File: src/rtl/bftr_pkg.sv
package bftr_pkg;

   // Glyph and font sheet geometry.
   localparam int GLYPH_W     = 6;
   localparam int GLYPH_H     = 13;
   localparam int SHEET_W     = 192;
   localparam int SHEET_H     = 52;
   localparam int SHEET_COLS  = 32;
   localparam int SHEET_SIZE  = SHEET_W * SHEET_H;
   localparam int SHEET_WORDS = SHEET_H * SHEET_COLS;

   localparam int CX_W    = $clog2(SHEET_COLS);
   localparam int RY_W    = $clog2(SHEET_H);
   localparam int ADDR_W  = CX_W + RY_W;
   localparam int CELL_W  = 7;
   localparam int ROW_W   = $clog2(GLYPH_H);
   localparam int COORD_W = 13;
   localparam int OFF_W   = 24;

   // Request and response field widths.
   localparam int IDX_W   = 14;
   localparam int BYTE_W  = 8;
   localparam int COLOR_W = 24;
   localparam int WORD_W  = 32;

   // Configuration port.
   localparam int CSR_INDEX_W = 3;
   localparam int CSR_DATA_W  = 24;

   localparam logic [CSR_INDEX_W-1:0] CSR_ORIGIN_X     = 3'd0;
   localparam logic [CSR_INDEX_W-1:0] CSR_ORIGIN_Y     = 3'd1;
   localparam logic [CSR_INDEX_W-1:0] CSR_FRAME_WIDTH  = 3'd2;
   localparam logic [CSR_INDEX_W-1:0] CSR_FRAME_HEIGHT = 3'd3;
   localparam logic [CSR_INDEX_W-1:0] CSR_TEXT_COLOR   = 3'd4;
   localparam logic [CSR_INDEX_W-1:0] CSR_OPAQUE       = 3'd5;

   localparam logic FUNC_LOAD = 1'b0;
   localparam logic FUNC_DRAW = 1'b1;

   localparam logic [BYTE_W-1:0] CHAR_NEWLINE = 8'd10;
   localparam logic [BYTE_W-1:0] CHAR_DOLLAR  = 8'd36;
   localparam logic [BYTE_W-1:0] CHAR_UPPER_A = 8'd65;
   localparam logic [BYTE_W-1:0] CHAR_UPPER_Z = 8'd90;
   localparam logic [BYTE_W-1:0] CHAR_LOWER_A = 8'd97;
   localparam logic [BYTE_W-1:0] CHAR_LOWER_Z = 8'd122;
   localparam logic [BYTE_W-1:0] CHAR_DIGIT_0 = 8'd48;
   localparam logic [BYTE_W-1:0] CHAR_DIGIT_9 = 8'd57;

   localparam logic [CELL_W-1:0] CELL_LOWER  = 7'd32;
   localparam logic [CELL_W-1:0] CELL_DIGIT  = 7'd64;
   localparam logic [CELL_W-1:0] CELL_DOLLAR = 7'd75;
   localparam logic [CELL_W-1:0] CELL_BLANK  = 7'd78;

   typedef struct packed {
      logic capture;
      logic prep;
      logic setup;
      logic row_load;
      logic row_last;
      logic sheet_write;
   } bftr_cmd_type;

   typedef struct packed {
      logic newline;
   } bftr_sts_type;

   // Maps a character byte to its cell on the font sheet.
   function automatic logic [CELL_W-1:0] glyph_cell(input logic [BYTE_W-1:0] code);
      logic [CELL_W-1:0] cell_no;
      cell_no = CELL_BLANK;
      if (code >= CHAR_UPPER_A && code <= CHAR_UPPER_Z) begin
         cell_no = CELL_W'(code - CHAR_UPPER_A);
      end else if (code >= CHAR_LOWER_A && code <= CHAR_LOWER_Z) begin
         cell_no = CELL_W'(code - CHAR_LOWER_A) + CELL_LOWER;
      end else if (code >= CHAR_DIGIT_0 && code <= CHAR_DIGIT_9) begin
         cell_no = CELL_W'(code - CHAR_DIGIT_0) + CELL_DIGIT;
      end else if (code == CHAR_DOLLAR) begin
         cell_no = CELL_DOLLAR;
      end else begin
         case (code)
            8'd33:   cell_no = 7'd96;
            8'd63:   cell_no = 7'd97;
            8'd35:   cell_no = 7'd98;
            8'd38:   cell_no = 7'd99;
            8'd95:   cell_no = 7'd100;
            8'd37:   cell_no = 7'd101;
            8'd39:   cell_no = 7'd102;
            8'd44:   cell_no = 7'd103;
            8'd46:   cell_no = 7'd104;
            8'd59:   cell_no = 7'd105;
            8'd58:   cell_no = 7'd106;
            8'd94:   cell_no = 7'd107;
            8'd124:  cell_no = 7'd108;
            8'd96:   cell_no = 7'd111;
            8'd126:  cell_no = 7'd113;
            8'd61:   cell_no = 7'd114;
            8'd60:   cell_no = 7'd115;
            8'd62:   cell_no = 7'd116;
            8'd43:   cell_no = 7'd117;
            8'd45:   cell_no = 7'd118;
            8'd42:   cell_no = 7'd119;
            8'd47:   cell_no = 7'd120;
            8'd92:   cell_no = 7'd121;
            8'd40:   cell_no = 7'd122;
            8'd41:   cell_no = 7'd123;
            8'd123:  cell_no = 7'd124;
            8'd125:  cell_no = 7'd125;
            8'd91:   cell_no = 7'd126;
            8'd93:   cell_no = 7'd127;
            default: cell_no = CELL_BLANK;
         endcase
      end
      return cell_no;
   endfunction

endpackage

File: src/rtl/bftr_ctrl.sv
module bftr_ctrl (
   input  logic                  clock,
   input  logic                  reset,
   input  logic                  req_valid,
   input  logic                  req_func,
   output logic                  req_ready,
   output logic                  rsp_valid,
   input  logic                  rsp_ready,
   input  bftr_pkg::bftr_sts_type sts,
   output bftr_pkg::bftr_cmd_type cmd
);
   import bftr_pkg::*;

   typedef enum logic [2:0] {
      ST_IDLE,
      ST_LD_DIV,
      ST_LD_SPLIT,
      ST_LD_WRITE,
      ST_PREP,
      ST_SETUP,
      ST_ROWS
   } state_type;

   localparam logic [ROW_W-1:0] LAST_ROW = ROW_W'(GLYPH_H - 1);

   state_type        state_ff;
   logic             req_ready_ff;
   logic             rsp_valid_ff;
   logic [ROW_W-1:0] row_ff;
   logic             accept;
   logic             load;

   assign accept = (state_ff == ST_IDLE) && req_valid && req_ready_ff;
   // While rows are drawn, a row is loaded whenever the output register is empty or being emptied.
   assign load   = (state_ff == ST_ROWS) && (!rsp_valid_ff || rsp_ready);

   always_comb begin
      cmd             = '0;
      cmd.capture     = accept;
      cmd.prep        = (state_ff == ST_PREP);
      cmd.setup       = (state_ff == ST_SETUP);
      cmd.row_load    = load;
      cmd.row_last    = (row_ff == LAST_ROW);
      cmd.sheet_write = (state_ff == ST_LD_WRITE);
   end

   always_ff @(posedge clock) begin
      if (reset) begin
         state_ff     <= ST_IDLE;
         req_ready_ff <= 1'b1;
         rsp_valid_ff <= 1'b0;
         row_ff       <= '0;
      end else begin
         if (load) begin
            rsp_valid_ff <= 1'b1;
         end else if (rsp_ready) begin
            rsp_valid_ff <= 1'b0;
         end
         case (state_ff)
            ST_IDLE: begin
               if (accept) begin
                  req_ready_ff <= 1'b0;
                  state_ff     <= (req_func == FUNC_DRAW) ? ST_PREP : ST_LD_DIV;
               end
            end
            ST_LD_DIV: begin
               state_ff <= ST_LD_SPLIT;
            end
            ST_LD_SPLIT: begin
               state_ff <= ST_LD_WRITE;
            end
            ST_LD_WRITE: begin
               state_ff     <= ST_IDLE;
               req_ready_ff <= 1'b1;
            end
            ST_PREP: begin
               if (sts.newline) begin
                  state_ff     <= ST_IDLE;
                  req_ready_ff <= 1'b1;
               end else begin
                  state_ff <= ST_SETUP;
               end
            end
            ST_SETUP: begin
               row_ff   <= '0;
               state_ff <= ST_ROWS;
            end
            ST_ROWS: begin
               if (load) begin
                  row_ff <= row_ff + 1'b1;
                  if (row_ff == LAST_ROW) begin
                     state_ff     <= ST_IDLE;
                     req_ready_ff <= 1'b1;
                  end
               end
            end
            default: begin
               state_ff     <= ST_IDLE;
               req_ready_ff <= 1'b1;
            end
         endcase
      end
   end

   assign req_ready = req_ready_ff;
   assign rsp_valid = rsp_valid_ff;

endmodule

File: config.mk
export PLATFORM = sky130hd
export DESIGN_NAME = bftr_ctrl
export DESIGN_NICKNAME = d
export VERILOG_FILES = /design/src/rtl/bftr_pkg.sv /design/src/rtl/bftr_ctrl.sv
export SDC_FILE = /design/constraint.sdc
export NUM_CORES = 1
export LEC_CHECK = 0
export ABC_AREA = 1
export BUFFER_PORTS_ARGS = -buffer_cell sky130_fd_sc_hd__buf_2
export CORE_AREA = 8 8 45 47
export DETAILED_ROUTE_END_ITERATION = 10
export DIE_AREA = 0 0 53 55
export PLACE_DENSITY = 0.75
export SLEW_MARGIN = 10
export SYNTH_ARGS = -nofsm -noshare
export SYNTH_HDL_FRONTEND = slang
export SYNTH_SLANG_ARGS = --single-unit
File: constraint.sdc
create_clock -name clock -period 1.1 [get_ports clock]
set_input_delay 0.11 -clock clock [delete_from_list [all_inputs] [get_ports clock]]
set_output_delay 0.11 -clock clock [all_outputs]
set_load 0.005 [all_outputs]
# --- After elaboration in Yosys (flattened, before gate mapping) ---
# Cells that the tools add are included.
# W data, S select, Z words.
totals:
  output_inout_bits: 8
  regBits: 9
  input_bits: 6
classes:
  bitwise_logic: 1
  n_eq_ne: 11
  mux: 15
  n_reduce_logical: 12
  addsub: 1
op_table:
  columns: ["operator", "n"]
  rows:
  - ["$pmux W3 S6", 1]
  - ["$mux W3", 5]
  - ["$eq A3 B3 Y1 const B", 3]
  - ["$ne A2 B2 Y1 const B", 4]
  - ["$pmux W4 S2", 1]
  - ["$eq A3 B2 Y1 const B", 2]
  - ["$mux W1", 6]
  - ["$reduce_and A5 Y1", 1]
  - ["$add A4 B1 Y4 const B", 1]
  - ["$eq A4 B4 Y1 const B", 1]
  - ["$mux W4", 1]
  - ["$pmux W1 S4", 1]
  - ["$reduce_bool A2 Y1", 2]
  - ["$eq A3 B1 Y1 const B", 1]
  - ["$logic_and A1 B1 Y1", 3]
  - ["$logic_not A3 Y1", 1]
  - ["$reduce_and A3 Y1", 1]
  - ["$reduce_or A3 Y1", 1]
  - ["$reduce_and A2 Y1", 1]
  - ["$logic_not A1 Y1", 1]
  - ["$logic_or A1 B1 Y1", 1]
  - ["$not A1 Y1", 1]

# --- Longest topological paths before layout ---
logic_depth:
  depth_word: 5
  ltp_mapped: 9
  mapped_depth_nobuf: 9

# --- Least setup slack after synthesis ---
# No wires, ideal clock.
synth_timing:
  path_kind: "flip-flop to flip-flop"
  startpoint: "register row_ff[0]"
  endpoint: "register req_ready_ff (netlist: req_ready)"
  path_slack_ps: -102
  arrival_time_ps: 1081
  setup_time_ps: 121
  required_time_ps: 979
  path_stages_with_launch: 10
  cell_sequence: "dfxtp_1 -> inv_1 -> ha_1 -> inv_2 -> nor2_1 -> nor2_1 -> nor2_2 -> nand2_1 -> nand2_1 -> nand3_1"
synth_lines:
  columns: ["item", "line", "text"]
  rows:
  - ["from (decl)", "bftr_ctrl.sv:29", "logic [ROW_W-1:0] row_ff;"]
  - ["from (signal assigned)", "bftr_ctrl.sv:90", "row_ff <= row_ff + 1'b1;"]
  - ["to (signal assigned)", "bftr_ctrl.sv:50", "req_ready_ff <= 1'b1;"]
  - ["to (signal assigned)", "bftr_ctrl.sv:62", "req_ready_ff <= 1'b0;"]
  - ["to (signal assigned)", "bftr_ctrl.sv:74", "req_ready_ff <= 1'b1;"]
  - ["to (decl)", "bftr_ctrl.sv:27", "logic req_ready_ff;"]

# --- Final worst setup path ---
layout_timing:
  startpoint: "register state_ff[0]"
  endpoint: "register row_ff[0]"
layout_via:
  elab_chain_len: 4
  word_cells_on_any_way: 7
  cone_classes: "eq/ne (3); mux (1); reduce/logical (3)"
layout_rtl:
  columns: ["item", "line", "text"]
  rows:
  - ["from (decl)", "bftr_ctrl.sv:26", "state_type state_ff;"]
  - ["from (signal assigned)", "bftr_ctrl.sv:63", "state_ff <= (req_func == FUNC_DRAW) ? ST_PREP : ST_LD_DIV;"]
  - ["$eq A3 B3 Y1", "bftr_ctrl.sv:35, bftr_ctrl.sv:59", null]
  - ["$logic_and A1 B1 Y1", "bftr_ctrl.sv:35", "assign load = (state_ff == ST_ROWS) && (!rsp_valid_ff || rsp_ready);"]
  - ["$ne A2 B2 Y1 (no source line)", null, null]
  - ["$reduce_and A2 Y1 (no source line)", null, null]
# Parallel ways exist; a longest one is shown, timed or not.
# A chain may end at the register's enable or synchronous reset.

==> out/qor.json <==
{
  "final_worst_slack_ns": -0.0812,
  "cts.sink_count": 9,
  "startpoint_type": "flop",
  "drc_errors": 0,
  "placement_rows": 14,
  "slew_viol_final": 0,
  "final.setup_skew_ns": 0.00457,
  "global_route_wire_length_before_repair_um": 2380,
  "die_area_mm2": 0.00292,
  "place_area_um2": 677,
  "final_cells": 130,
  "area_growth_pct": 57.8,
  "setup_total_negative_slack_ns": -0.583,
  "cts-buffers-inserted": 3,
  "yosys_register_bits": 9,
  "via_per_inst": 4.72,
  "grt_overflow": 0,
  "insertion_delay_ns": 0.26,
  "routabilityCongestion": 0.820,
  "holdCritPathClass": "input pin to flop",
  "yosys.area.top_type": "dfxtp_1",
  "ir_drop_mv": 0.863,
  "cell_with_the_most_instances_after_synthesis": "nor2_1",
  "max_freq_mhz": 847,
  "antenna_found_initial": 0,
  "post-route-min-period_ns": 1.18,
  "die_x_um": 53,
  "netlist_top_cells_count": "nor2_1, nand2_1, dfxtp_1",
  "critPathMaxFanout": 7,
  "finish.net_count": 123,
  "port-buffer-count": 13,
  "hold_buffer_count_at_cts": 0,
  "synth.yosys.warnings": 0,
  "cts_max_path_buffers": 2,
  "synth_sequential_area_ratio_pct": 32.5,
  "rsz0062_at_grt": "true",
  "drt-initial-drc-count": 1,
  "totalWireLength_um": 1400,
  "synth.top_cells.by_area": "dfxtp_1, nor2_1, nand2_1, nand3_1, a21oi_1",
  "synth_fp_nets": 93,
  "drtAntennaViolNets": 0,
  "dpl.hpwl_um": 1000,
  "drive_gt1_share_pct": 58.8,
  "synth_async_sr_flop_share_pct": 0,
  "timing.hold.ws_ns": 0.0669,
  "leakage_nw": 0.426,
  "synth_area_um2": 554,
  "critical_path_class": "flop to flop",
  "starting_utilization_of_the_core_area_pct": 40.1,
  "cell_count_after_synthesis": 85,
  "post-layout-total-power_mw": 1.69,
  "die_h_um": 55,
  "post-route-cell-area_um2": 875,
  "wl_per_instance_um": 10.8,
  "run_status": "finished, violations left",
  "synth_flop_cell": "dfxtp_1",
  "max-cap-violations": 0,
  "end_kind": "flop",
  "timing.final.hold_violations": 0,
  "tightestPinTransition_ns": 0.242,
  "path_clk_slew_ns": 0.06,
  "critPathArrivalTime_ns": 1.34,
  "grt_pass1_vias": 591,
  "clock_tree.root_cell": "clkbuf_4",
  "worstPathRequired_ns": 1.26,
  "num_antenna_cells": 0,
  "synth_edf_count": 0,
  "synthesis.area_per_instance_um2": 6.52,
  "cts_tree": "yes",
  "clock_tree.htree_level_count": 1,
  "cellPowerDensity_mw_per_mm2": 1940,
  "report.final.setup_viol": 10,
  "yosys.cell_types.count": 17,
  "grt_max_degree": 8,
  "placed_cells": 118,
  "synth.top_cell.area_share_pct": 32.5,
  "io_pins": 14,
  "violations": "negative setup slack",
  "coreArea_mm2": 0.00138,
  "final_min_period_over_clock_period_pct": 107,
  "worst_slew_margin_rel_pct": 83.9,
  "dr.pass1.iters": 2,
  "via_count": 614,
  "grt_usage_pct": 10.9
}
-- worst max-delay path, stage by stage (launching register included) --
cell and delay, ns:
dfxtp_4 0.36, inv_4 0.06, nand3_4 0.07, buf_6 0.13
o21ai_4 0.23, inv_2 0.07, a21oi_2 0.10, nor2_1 0.04
-- cell type report --
| cell class | count | area, um^2 |
|---|---|---|
| Multi-Input combinational cell | 60 | 398 |
| Timing Repair Buffer | 27 | 181 |
| Fill cell | 118 | 509 |
| Inverter | 14 | 55.1 |
| Sequential cell | 9 | 194 |
| Clock buffer | 4 | 26.3 |
| Tap cell | 16 | 20.0 |
-- what timing repair did --
| action | 4_1_cts | 5_1_grt |
|---|---|---|
| gates resized for setup | 21 | 12 |
| setup buffers | 7 | 1 |
| setup endpoints to repair | 12 | 14 |
| pin swaps | 5 | 4 |
-- worst paths after layout --
| check | start | end | slack (ns) | depth (start not counted) |
|---|---|---|---|---|
| setup reg to reg | state_ff[0] | row_ff[0] | -0.08 | 7 |
| hold reg to reg | req_ready | req_ready | 0.48 | 2 |
| hold / removal | reset | state_ff[0] | 0.07 | 2 |
| setup / recovery | state_ff[0] | row_ff[0] | -0.08 | 7 |
-- through the flow --
stage | worst slack, ns | util (%)
after floorplan | 0.00892 | -
after global placement | -0.0125 | 48.9
after detailed placement | -0.0328 | 48.9
after CTS | -0.0638 | 59.6
after global routing | -0.150 | 63.2
final | -0.0812 | 63.2
-- per-layer routing --
layer / vias to the layer above / global-route usage (%) / share of wire [%]
li1: 324 / - / -
met1: 274 / 10.4 / 36
met2: 11 / 19.3 / 55
met3: 5 / 5.35 / 6.4
met4: 0 / 5.17 / 2.1
met5: - / 0 / 0
-- cell families (layout without fill, tap and decap cells) --
kind of cell	after synthesis	after routing	synth area share [%]
AO/OA/AOI/OAI	11	11	12.0
adder cells (fa/ha/maj)	2	2	4.51
buffers and inverters	16	45	12.2
flip-flops	9	9	32.5
AND/OR/NAND/NOR	47	47	38.8
-- power by group --
part           switching [mW]  internal [mW]  leakage, nW
combinational           0.488          0.443        0.335
clock                   0.120          0.140       0.0150
sequential             0.0902          0.413       0.0764
-- cell usage in the layout (no fill, tap or decap), types with 3 or more instances in the layout --
cell type  instances
buf_4             11
nor2_1            13
nor2_4             4
dfxtp_4            3
buf_6              3
dfxtp_1            4
inv_1              4
a21oi_2            4
buf_2             13
nand2_1           13
nor2_2             3
clkbuf_4           3
nand3_2            3
a21oi_1            3
nand3_1            5
inv_2              9
-- registers in the layout (all words and copies together), names as in the netlist --
signal / flops
state_ff: 3
row_ff: 4
req_ready: 1
rsp_valid: 1
No activity file was read; power rests on OpenSTA's default activity.
